===== config.mk =====
export PLATFORM = sky130hd
export DESIGN_NAME = xon_xoff_escaped_link
export DESIGN_NICKNAME = d
export VERILOG_FILES = /design/src/design/xxl_pkg.sv /design/src/design/xon_xoff_escaped_link.sv /design/src/design/xxl_engine.sv /design/src/design/xxl_out_buf.sv
export SDC_FILE = /design/constraint.sdc
export NUM_CORES = 1
export LEC_CHECK = 0
export ABC_AREA = 1
export ABC_CLOCK_PERIOD_IN_PS = 3200
export BUFFER_PORTS_ARGS = -buffer_cell sky130_fd_sc_hd__buf_4
export CAP_MARGIN = 20
export CELL_PAD_IN_SITES_DETAIL_PLACEMENT = 1
export CELL_PAD_IN_SITES_GLOBAL_PLACEMENT = 2
export CORE_MARGIN = 1
export CORE_UTILIZATION = 34
export DETAILED_ROUTE_END_ITERATION = 6
export MAX_ROUTING_LAYER = met4
export PLACE_DENSITY = 0.95
export SLEW_MARGIN = 20
export SYNTH_ARGS = -nofsm -noshare
export SYNTH_HDL_FRONTEND = slang
export SYNTH_SLANG_ARGS = --single-unit

===== constraint.sdc =====
create_clock -name clk -period 3.2 [get_ports clk]
set_input_delay 0.64 -clock clk [delete_from_list [all_inputs] [get_ports clk]]
set_output_delay 0.64 -clock clk [all_outputs]
set_load 0.01 [all_outputs]

===== src/design/xxl_pkg.sv =====
package xxl_pkg;

  // input kinds carried on tuser
  typedef enum logic [1:0] {
    CMD_TX    = 2'd0,
    CMD_RX    = 2'd1,
    CMD_DRAIN = 2'd2
  } cmd_t;

  // result destinations carried on tuser
  typedef enum logic [1:0] {
    DEST_CHANNEL = 2'd0,
    DEST_LOCAL   = 2'd1,
    DEST_REFUSED = 2'd2
  } dest_t;

  // configuration register indexes
  localparam logic [1:0] REG_XON_CHAR    = 2'd0;
  localparam logic [1:0] REG_XOFF_CHAR   = 2'd1;
  localparam logic [1:0] REG_ESCAPE_CHAR = 2'd2;
  localparam logic [1:0] REG_ESCAPE_MASK = 2'd3;

  localparam logic [7:0] XON_RESET    = 8'd17;
  localparam logic [7:0] XOFF_RESET   = 8'd19;
  localparam logic [7:0] ESCAPE_RESET = 8'd127;
  localparam logic [7:0] MASK_RESET   = 8'd32;

  typedef struct packed {
    dest_t      dest;
    logic [7:0] data;
  } res_t;

  // up to two results produced by one input transfer
  typedef struct packed {
    logic       push;
    logic [1:0] count;
    res_t       r0;
    res_t       r1;
  } batch_t;

endpackage


===== src/design/xon_xoff_escaped_link.sv =====
// XON/XOFF flow-controlled, byte-stuffed serial link, channel side.
// Input stream (s_axis_*): tuser = command (0 transmit, 1 received from
// channel, 2 receive buffer drained); tdata = data_byte, rx_level_high.
// Output stream (m_axis_*): tuser = destination (0 to channel, 1 local,
// 2 transmit refused); tdata = out_byte; tlast marks the final result of
// each input transfer. Inputs that give no result produce no transfer.
// Each input yields zero, one or two results, computed in the accept cycle
// and registered in a two-entry result buffer; the first result appears
// in the cycle after the input transfer.
// With m_axis ready: one input per cycle if it has at most one result, and
// after a two-result input (escaped transmit, delivered byte plus XOFF)
// the next waits on its first result; buffer drains one result per cycle.
// A stall on m_axis holds the buffer and s_axis_tready drops until the
// last buffered result is taken. Reset (rst, synchronous) empties the
// buffer, clears the stopped/escape/XOFF state and restores the registers
// xon_char, xoff_char, escape_char, escape_mask (index 0..3) to defaults.
module xon_xoff_escaped_link (
  input  logic        clk,
  input  logic        rst,
  input  logic        cfg_we,
  input  logic [1:0]  cfg_index,
  input  logic [7:0]  cfg_data,
  input  logic        s_axis_tvalid,
  output logic        s_axis_tready,
  input  logic [15:0] s_axis_tdata,   // [7:0] data_byte, [8] rx_level_high
  input  logic [1:0]  s_axis_tuser,   // [1:0] command
  output logic        m_axis_tvalid,
  input  logic        m_axis_tready,
  output logic [7:0]  m_axis_tdata,   // [7:0] out_byte
  output logic [1:0]  m_axis_tuser,   // [1:0] destination
  output logic        m_axis_tlast
);
  import xxl_pkg::*;

  logic   accept;
  batch_t batch;
  res_t   out_res;

  assign accept = s_axis_tvalid && s_axis_tready;

  xxl_engine u_engine (
    .clk           (clk),
    .rst           (rst),
    .cfg_we        (cfg_we),
    .cfg_index     (cfg_index),
    .cfg_data      (cfg_data),
    .accept        (accept),
    .command       (s_axis_tuser),
    .data_byte     (s_axis_tdata[7:0]),
    .rx_level_high (s_axis_tdata[8]),
    .batch         (batch)
  );

  xxl_out_buf u_out_buf (
    .clk       (clk),
    .rst       (rst),
    .batch     (batch),
    .in_ready  (s_axis_tready),
    .out_valid (m_axis_tvalid),
    .out_ready (m_axis_tready),
    .out_res   (out_res),
    .out_last  (m_axis_tlast)
  );

  assign m_axis_tdata = out_res.data;
  assign m_axis_tuser = out_res.dest;

endmodule


===== src/design/xxl_engine.sv =====
module xxl_engine (
  input  logic               clk,
  input  logic               rst,
  input  logic               cfg_we,
  input  logic [1:0]         cfg_index,
  input  logic [7:0]         cfg_data,
  input  logic               accept,
  input  logic [1:0]         command,
  input  logic [7:0]         data_byte,
  input  logic               rx_level_high,
  output xxl_pkg::batch_t    batch
);
  import xxl_pkg::*;

  logic [7:0] xon_char;
  logic [7:0] xoff_char;
  logic [7:0] escape_char;
  logic [7:0] escape_mask;

  logic peer_stopped, peer_stopped_next;
  logic escape_pending, escape_pending_next;
  logic xoff_sent, xoff_sent_next;

  always_ff @(posedge clk) begin
    if (rst) begin
      xon_char    <= XON_RESET;
      xoff_char   <= XOFF_RESET;
      escape_char <= ESCAPE_RESET;
      escape_mask <= MASK_RESET;
    end else if (cfg_we) begin
      case (cfg_index)
        REG_XON_CHAR:    xon_char    <= cfg_data;
        REG_XOFF_CHAR:   xoff_char   <= cfg_data;
        REG_ESCAPE_CHAR: escape_char <= cfg_data;
        REG_ESCAPE_MASK: escape_mask <= cfg_data;
        default: ;
      endcase
    end
  end

  always_ff @(posedge clk) begin
    if (rst) begin
      peer_stopped   <= 1'b0;
      escape_pending <= 1'b0;
      xoff_sent      <= 1'b0;
    end else if (accept) begin
      peer_stopped   <= peer_stopped_next;
      escape_pending <= escape_pending_next;
      xoff_sent      <= xoff_sent_next;
    end
  end

  logic       special;
  logic       has_local;
  logic       xoff_now;
  logic [7:0] masked;

  assign masked  = data_byte ^ escape_mask;
  assign special = (data_byte == xon_char) || (data_byte == xoff_char) ||
                   (data_byte == escape_char);

  always_comb begin
    peer_stopped_next   = peer_stopped;
    escape_pending_next = escape_pending;
    xoff_sent_next      = xoff_sent;
    has_local           = 1'b0;
    xoff_now            = 1'b0;
    batch.push          = accept;
    batch.count         = 2'd0;
    batch.r0            = '{dest: DEST_CHANNEL, data: data_byte};
    batch.r1            = '{dest: DEST_CHANNEL, data: masked};
    case (command)
      CMD_TX: begin
        if (peer_stopped) begin
          batch.count = 2'd1;
          batch.r0    = '{dest: DEST_REFUSED, data: data_byte};
        end else if (special) begin
          batch.count = 2'd2;
          batch.r0    = '{dest: DEST_CHANNEL, data: escape_char};
        end else begin
          batch.count = 2'd1;
        end
      end
      CMD_RX: begin
        if (escape_pending) begin
          escape_pending_next = 1'b0;
          has_local           = 1'b1;
          batch.r0            = '{dest: DEST_LOCAL, data: masked};
        end else if (data_byte == escape_char) begin
          escape_pending_next = 1'b1;
        end else if (data_byte == xoff_char) begin
          peer_stopped_next = 1'b1;
        end else if (data_byte == xon_char) begin
          peer_stopped_next = 1'b0;
        end else begin
          has_local = 1'b1;
          batch.r0  = '{dest: DEST_LOCAL, data: data_byte};
        end
        // an escape byte skips the high-water check
        xoff_now = rx_level_high && !xoff_sent &&
                   (escape_pending || (data_byte != escape_char));
        if (xoff_now) begin
          xoff_sent_next = 1'b1;
        end
        if (has_local) begin
          batch.r1 = '{dest: DEST_CHANNEL, data: xoff_char};
        end else begin
          batch.r0 = '{dest: DEST_CHANNEL, data: xoff_char};
        end
        batch.count = {1'b0, has_local} + {1'b0, xoff_now};
      end
      CMD_DRAIN: begin
        if (xoff_sent) begin
          xoff_sent_next = 1'b0;
          batch.count    = 2'd1;
          batch.r0       = '{dest: DEST_CHANNEL, data: xon_char};
        end
      end
      default: ;
    endcase
  end

  a_pending_clears: assert property (@(posedge clk) disable iff (rst)
    (accept && command == CMD_RX && escape_pending) |=> !escape_pending)
    else $error("escape_pending not cleared after escaped byte");

  a_xoff_once: assert property (@(posedge clk) disable iff (rst)
    (accept && xoff_now) |-> !xoff_sent)
    else $error("XOFF sent twice without XON");

  a_refused_only_stopped: assert property (@(posedge clk) disable iff (rst)
    (accept && batch.count != 2'd0 && batch.r0.dest == DEST_REFUSED) |-> peer_stopped)
    else $error("transmit refused while peer not stopped");

endmodule


===== src/design/xxl_out_buf.sv =====
module xxl_out_buf (
  input  logic               clk,
  input  logic               rst,
  input  xxl_pkg::batch_t    batch,
  output logic               in_ready,
  output logic               out_valid,
  input  logic               out_ready,
  output xxl_pkg::res_t      out_res,
  output logic               out_last
);
  import xxl_pkg::*;

  logic [1:0] cnt;
  res_t       slot0;
  res_t       slot1;
  logic       pop;

  assign pop       = out_valid && out_ready;
  assign out_valid = (cnt != 2'd0);
  assign out_res   = slot0;
  assign out_last  = (cnt == 2'd1);
  // take a new batch when the buffer is empty or its last entry leaves now
  assign in_ready  = (cnt == 2'd0) || ((cnt == 2'd1) && out_ready);

  always_ff @(posedge clk) begin
    if (rst) begin
      cnt <= 2'd0;
    end else if (batch.push) begin
      cnt <= batch.count;
    end else if (pop) begin
      cnt <= cnt - 2'd1;
    end
  end

  always_ff @(posedge clk) begin
    if (batch.push) begin
      slot0 <= batch.r0;
      slot1 <= batch.r1;
    end else if (pop) begin
      slot0 <= slot1;
    end
  end

  a_cnt_range: assert property (@(posedge clk) disable iff (rst)
    cnt != 2'd3)
    else $error("result count out of range");

  a_push_room: assert property (@(posedge clk) disable iff (rst)
    batch.push |-> (cnt == 2'd0) || (cnt == 2'd1 && pop))
    else $error("batch pushed over pending results");

  a_shift: assert property (@(posedge clk) disable iff (rst)
    (cnt == 2'd2 && pop) |=> (cnt == 2'd1) && (slot0 == $past(slot1)))
    else $error("second result not advanced");

endmodule

Word level (Yosys, flattened, before mapping)
Index checks and enable logic that the tools add are counted.
{"block": "totals", "register_bits": 57, "inputBits": 33, "wordCells": 79}
{"block": "op_classes", "addsub": 2, "eq_ne": 11, "n_mux": 27, "n_bitwise": 3, "reduce_logical": 24}
{"cell": "10-bit 2-to-1 mux", "count": 6}
{"cell": "12-bit case mux with 3 select lines", "count": 1}
{"cell": "8-bit == test", "count": 3}
{"cell": "8-bit 2-to-1 mux", "count": 3}
{"cell": "12-bit 2-to-1 mux", "count": 1}
{"cell": "11-bit 2-to-1 mux", "count": 1}
{"cell": "1-bit 2-to-1 mux", "count": 10}
{"cell": "2-bit AND reduction", "count": 5}
{"cell": "9-bit 2-to-1 mux", "count": 1}
{"cell": "8-bit != test", "count": 1}
{"cell": "2-bit nonzero test", "count": 4}
{"cell": "8-bit bitwise XOR", "count": 1}
{"cell": "2-bit by 1-bit == test with 1-bit output, second input constant", "count": 3}
{"cell": "2-bit == test, second input constant", "count": 3}
{"cell": "2-bit zero test", "count": 3}
{"cell": "2-bit 2-to-1 mux", "count": 3}
{"cell": "1-bit logical AND", "count": 5}
{"cell": "5-bit AND reduction", "count": 1}
{"cell": "1-bit logical OR", "count": 4}
{"cell": "3-bit AND reduction", "count": 1}
{"cell": "1-bit by 1-bit adder with 2-bit output", "count": 1}
{"cell": "2-bit by 1-bit != test with 1-bit output, second input constant", "count": 1}
{"cell": "1-bit inverter", "count": 2}
{"cell": "1-bit case mux with 2 select lines", "count": 1}
{"cell": "other kinds (2)", "count": 2}

Depth between registers and ports, before layout
{"block": "logic_depth", "word_depth": 9, "depth_mapped": 16, "depth_no_buf": 15}

Cells and area by module
A second synthesis with hierarchy kept.
{"block": "hier_totals", "hier_cells": 524, "area_unflattened_um2": 3612.2}
{"module": "xxl_engine", "instances": 1, "cells_per_inst": 442, "area_per_inst_um2": 2721.4, "seq_area_each_um2": 700.7}
{"module": "xxl_out_buf", "instances": 1, "cells_per_inst": 80, "area_per_inst_um2": 883.3, "seq_area_each_um2": 640.6}
{"module": "xon_xoff_escaped_link", "instances": 1, "cells_per_inst": 2, "area_per_inst_um2": 7.5, "seq_area_each_um2": 0.0}

Least setup slack after synthesis
OpenSTA, ideal clock, no wires.
{"block": "synth_path", "path_type": "input port to flip-flop", "startpoint": "in s_axis_tdata[5]", "endpoint": "reg u_out_buf.cnt[0]", "arrival_ps": 2013, "path_slack_ps": 1067, "cell_stages": 15, "n_path_buf": 2, "cell_sequence": "buf_2 inv_2 nand2_1 nand2_1 nand2_1 nor2_1 nand2_2 nand3_4 nand2_4 buf_6 ha_1 nand2_1 o211ai_1 nand2_1 a21oi_1"}
{"block": "synth_between", "elab_chain_len": 9, "elab_cells_between_ends": 18, "classes_between": "1 x add/sub; 4 x eq/ne; 9 x mux; 4 x reduce/logical"}
{"item": "start: declaration", "line": "xon_xoff_escaped_link.sv:25", "rtl": "input logic [15:0] s_axis_tdata,"}
{"item": "8-bit == test", "line": "xxl_engine.sv:59, xxl_engine.sv:93"}
{"item": "1-bit 2-to-1 mux", "line": "xxl_engine.sv:93", "rtl": "end else if (data_byte == xon_char) begin"}
{"item": "1-bit 2-to-1 mux", "line": "xxl_engine.sv:91", "rtl": "end else if (data_byte == xoff_char) begin"}
{"item": "1-bit 2-to-1 mux", "line": "xxl_engine.sv:89", "rtl": "end else if (data_byte == escape_char) begin"}
{"item": "1-bit 2-to-1 mux", "line": "xxl_engine.sv:85", "rtl": "if (escape_pending) begin"}
{"item": "1-bit 2-to-1 mux", "line": "xxl_engine.sv:72", "rtl": "case (command)"}
{"item": "1-bit by 1-bit adder with 2-bit output", "line": "xxl_engine.sv:110", "rtl": "batch.count = {1'b0, has_local} + {1'b0, xoff_now};"}
{"item": "12-bit case mux with 3 select lines *", "line": "xxl_engine.sv:72"}
{"item": "2-bit 2-to-1 mux *", "line": "xxl_out_buf.sv:28", "rtl": "end else if (batch.push) begin"}
{"item": "end signal: assignment", "line": "xxl_out_buf.sv:29", "rtl": "cnt <= batch.count;"}
{"item": "end signal: assignment", "line": "xxl_out_buf.sv:31", "rtl": "cnt <= cnt - 2'd1;"}
{"item": "end: declaration", "line": "xxl_out_buf.sv:13", "rtl": "logic [1:0] cnt;"}
Mark *: on every way between the ends. The rest lies on a longest branch, timed or not. The select of a mux whose other input is x is not followed.
A chain may end at the register's enable or synchronous reset.

==> results.md <==
- Run status: complete, no violations
- Count of pins over their slew limit: 0
- Static leakage: 0.00171 uW
- Main area contributors after synthesis: sky130_fd_sc_hd__dfxtp_1 (23%), sky130_fd_sc_hd__edfxtp_1 (17%), sky130_fd_sc_hd__nand2_1 (15%), sky130_fd_sc_hd__o21ai_0 (6.0%), sky130_fd_sc_hd__nor2_1 (5.9%)
- Vertical extent of the die: 99.5 um
- Critical setup path kind: in2reg
- Fraction of synthesis flops using an asynchronous set or reset pin: 0
- Sort of element at the end of the critical path: flip-flop
- Cell repeated most along the worst path: sky130_fd_sc_hd__nand2_1
- Pre-CTS setup slack: 0.458 ns
- Clock latency reported for the late side of the worst-skew pair: 0.31 ns
- Multi-input gate area in the final layout: 1660 sq um
- VDD IR-drop max: 0.189 mV
- Post-DR wirelength/cell: 15.1 um
- Number of buffers added to fix hold violations after cts: 0
- Initial antenna violation count: 0
- Unrepaired setup endpoints after global routing: false
- Post-CTS Repair Setup Buffers: 0
- Reg2reg setup slack: 0.87 ns
- Share of post-route cells with drive strength above 1: 0.149
- Final clock period utilization by the worst path: 0.755
- Number of clock buffers inserted by TritonCTS: 5
- Slowest stage delay, CP: 0.39 ns
- Number of H-tree levels: 2
- Top-Level Pins: 46
- Slowest cell on the critical path: sky130_fd_sc_hd__mux2_2
- Area growth from synthesis to layout: 15.6%
- Fraction of the yosys area taken by sequential cells: 0.396
- Worst setup skew after layout: 0.00336 ns
- Number of enable flip-flop cells after synthesis: 18
- Avg Synthesized Cell Area: 7.03 sq um
- Fin. Hold Viols: 0
- Last weighted congestion value of the routability-driven placer: 0.817
- Antenna diode count: 0
- Setup TNS: 0 ns
- Slew margin rel.: 0.356
- Post-synth top area cell: sky130_fd_sc_hd__dfxtp_1
- Synthesized instance count: 460
- Overall die area: 9900 sq um
- Maximum clock insertion buffer count: 2
- Clock tree from TritonCTS: yes
- Type of the worst min-delay path: reg2reg
- Post-route DRC violation count: 0
- Count of cell types in the netlist: 33
- DRC violation total after the first TritonRoute iteration: 110
- Startpoint type of the worst setup path: input pin
- Area of the mapped netlist: 3230 sq um
- Total wire length after detailed routing: 9.33 mm
- Starting Density: 0.350
- Total number of vias: 3009
- Count of instances resized after the clock tree is built: 0
- Area fraction in compound gates after synthesis: 0.161
- First-pass GRT wire length: 15.7 mm
- CP Data Arrival Time: 2.49 ns
- Setup-failing EPs final: 0
- Vias per std cell: 4.85
- Post-detailed-route count of antenna-violating nets: 0
- Post-route core utilization: 0.405
- Overall track demand over capacity in global routing: 0.208
- Fillers: 1193
- CTS clock-pin slew for the worst setup and hold paths: 0.10 ns
- Maximum clock rate: 0.414 GHz
- # clock sinks: 55
- Required time reported for the critical path endpoint: 3.27 ns
- Fin nets: 526
- Share of synthesized area spent on multiplexers: 0.00697
- I/O Buffers: 38
- Die X-Extent: 99.5 um
- Power density over the cells: 557 nW/um^2
- Total of warnings raised by yosys: 0
- Clock root buffer: sky130_fd_sc_hd__clkbuf_8
- Most used flip-flop cell after synthesis: sky130_fd_sc_hd__dfxtp_1
- Number of nets produced by synthesis: 496
- Simple logic cell fraction of the synthesized area: 0.277
- Number of register bits inferred by synthesis: 55
- Minimum clock period after layout: 2.41 ns
- Reg area: 1280 sq um
- Cell row count: 35
- Number of global-route vias before repair: 3112
- Largest net degree at the start of global routing: 36
- Final worst slack: 0.785 ns
- Cell Chain, Critical Path: buf_4, inv_2, nand2_1, nand2_1, nand2_1, nor2_1, nand2_2, nand3_4, nand2_4, nand2_2, mux2_2
- Number of iterations in the first detailed-routing pass: 4
- Arithmetic-cell share of the synthesized area counting full adders, half adders and majority gates: 0.0116
- Post-Layout Inst Area: 3740 sq um
- Post-DP HPWL: 7.11 mm
- Top-area cell type share of the netlist area: 0.229
- Total overflow reported by the global router: 0
- Worst slew pin tran: 0.965 ns
- Worst Path Max Fanout: 15
- Total placed instance area: 3620 sq um
- Post-synthesis xor/xnor area fraction: 0.0569
- Total power: 2080 uW
- Max-cap viol count: 0
- Core box area: 9240 sq um
- Main combinational cell family by area after synthesis: simple AND/OR/NAND/NOR gates
## registers in the layout, indices dropped and copies added, names as in the netlist
name	flops
u_out_buf.out_res	10
u_engine.escape_char	8
u_engine.escape_mask	8
u_engine.xoff_char	8
u_engine.xon_char	8
u_out_buf.slot1	8
u_out_buf.cnt	2
u_engine.escape_pending	1
u_engine.peer_stopped	1
u_engine.xoff_sent	1
## final timing paths
kind / from / to / cells after the start
setup / recovery: s_axis_tdata[5] / u_out_buf.slot1[3] / 11
hold / removal: u_engine.peer_stopped / u_engine.peer_stopped / 2
hold reg to reg: u_engine.peer_stopped / u_engine.peer_stopped / 2
setup reg to reg: u_engine.xoff_char[4] / u_out_buf.slot1[3] / 10
## where the power goes
group	leakage (uW)	internal (uW)	switching [uW]
Combinational	0.00117	268	391
Clock	0.0000618	250	237
Sequential	0.000479	885	52.1
## layer usage
| metal | share of wire | global-route usage | vias up |
|---|---|---|---|
| met5 | 0 | - | - |
| met1 | 0.49 | 0.277 | 1406 |
| met2 | 0.48 | 0.340 | 45 |
| met4 | 0.0093 | 0.0475 | 0 |
| met3 | 0.020 | 0.0232 | 10 |
| li1 | - | - | 1548 |
## cell usage in the layout (no fill, tap or decap), drive strengths merged
cell type / instances
a21oi: 33
a221oi: 1
a22oi: 2
buf: 43
clkbuf: 8
clkinv: 4
dfxtp: 37
edfxtp: 18
ha: 3
inv: 46
mux2: 2
nand2: 134
nand3: 16
nand4: 7
nor2: 52
nor3: 4
nor4: 1
o211ai: 8
o21a: 2
o21ai: 46
o41ai: 1
or2: 1
or4: 1
xnor2: 15
xor2: 6
## Yosys cell counts (6+ instances only)
| library cell | n |
|---|---|
| sky130_fd_sc_hd__nand4_1 | 7 |
| sky130_fd_sc_hd__o211ai_1 | 8 |
| sky130_fd_sc_hd__edfxtp_1 | 18 |
| sky130_fd_sc_hd__xor2_1 | 6 |
| sky130_fd_sc_hd__o21ai_1 | 7 |
| sky130_fd_sc_hd__dfxtp_1 | 37 |
| sky130_fd_sc_hd__nor2_1 | 51 |
| sky130_fd_sc_hd__o21ai_0 | 39 |
| sky130_fd_sc_hd__xnor2_1 | 15 |
| sky130_fd_sc_hd__inv_1 | 39 |
| sky130_fd_sc_hd__nand2_1 | 128 |
| sky130_fd_sc_hd__clkbuf_1 | 9 |
| sky130_fd_sc_hd__buf_2 | 9 |
| sky130_fd_sc_hd__inv_2 | 7 |
| sky130_fd_sc_hd__nand3_1 | 15 |
| sky130_fd_sc_hd__a21oi_1 | 28 |
## worst max-delay path, delay by kind of cell
family | cells | cell delay, ns
mux | 1 | 0.39
simple gates | 8 | 1.19
buf+inv | 2 | 0.23
## per-stage QoR
| stage | std cells | hold slack [ns] |
|---|---|---|
| floorplan | 460 | 0.436 |
| global placement | 612 | 0.453 |
| detailed placement | 612 | 0.461 |
| CTS | 620 | 0.481 |
| global route | 620 | 0.496 |
| finish | 620 | 0.482 |
## cell type report
class,count,share of cell area
Timing Repair Buffer,43,0.0863
Inverter,50,0.0502
Multi-Input combinational cell,335,0.445
Clock buffer,8,0.0328
Tap cell,129,0.0432
Sequential cell,55,0.343
## cells by family after synthesis
group,count (synthesis)
AO/OA/AOI/OAI,93
XOR/XNOR,21
adder cells (fa/ha/maj),3
buffers and inverters,70
flip-flops,55
multiplexers,2
AND/OR/NAND/NOR,216
(Power assumes the default switching activity.)
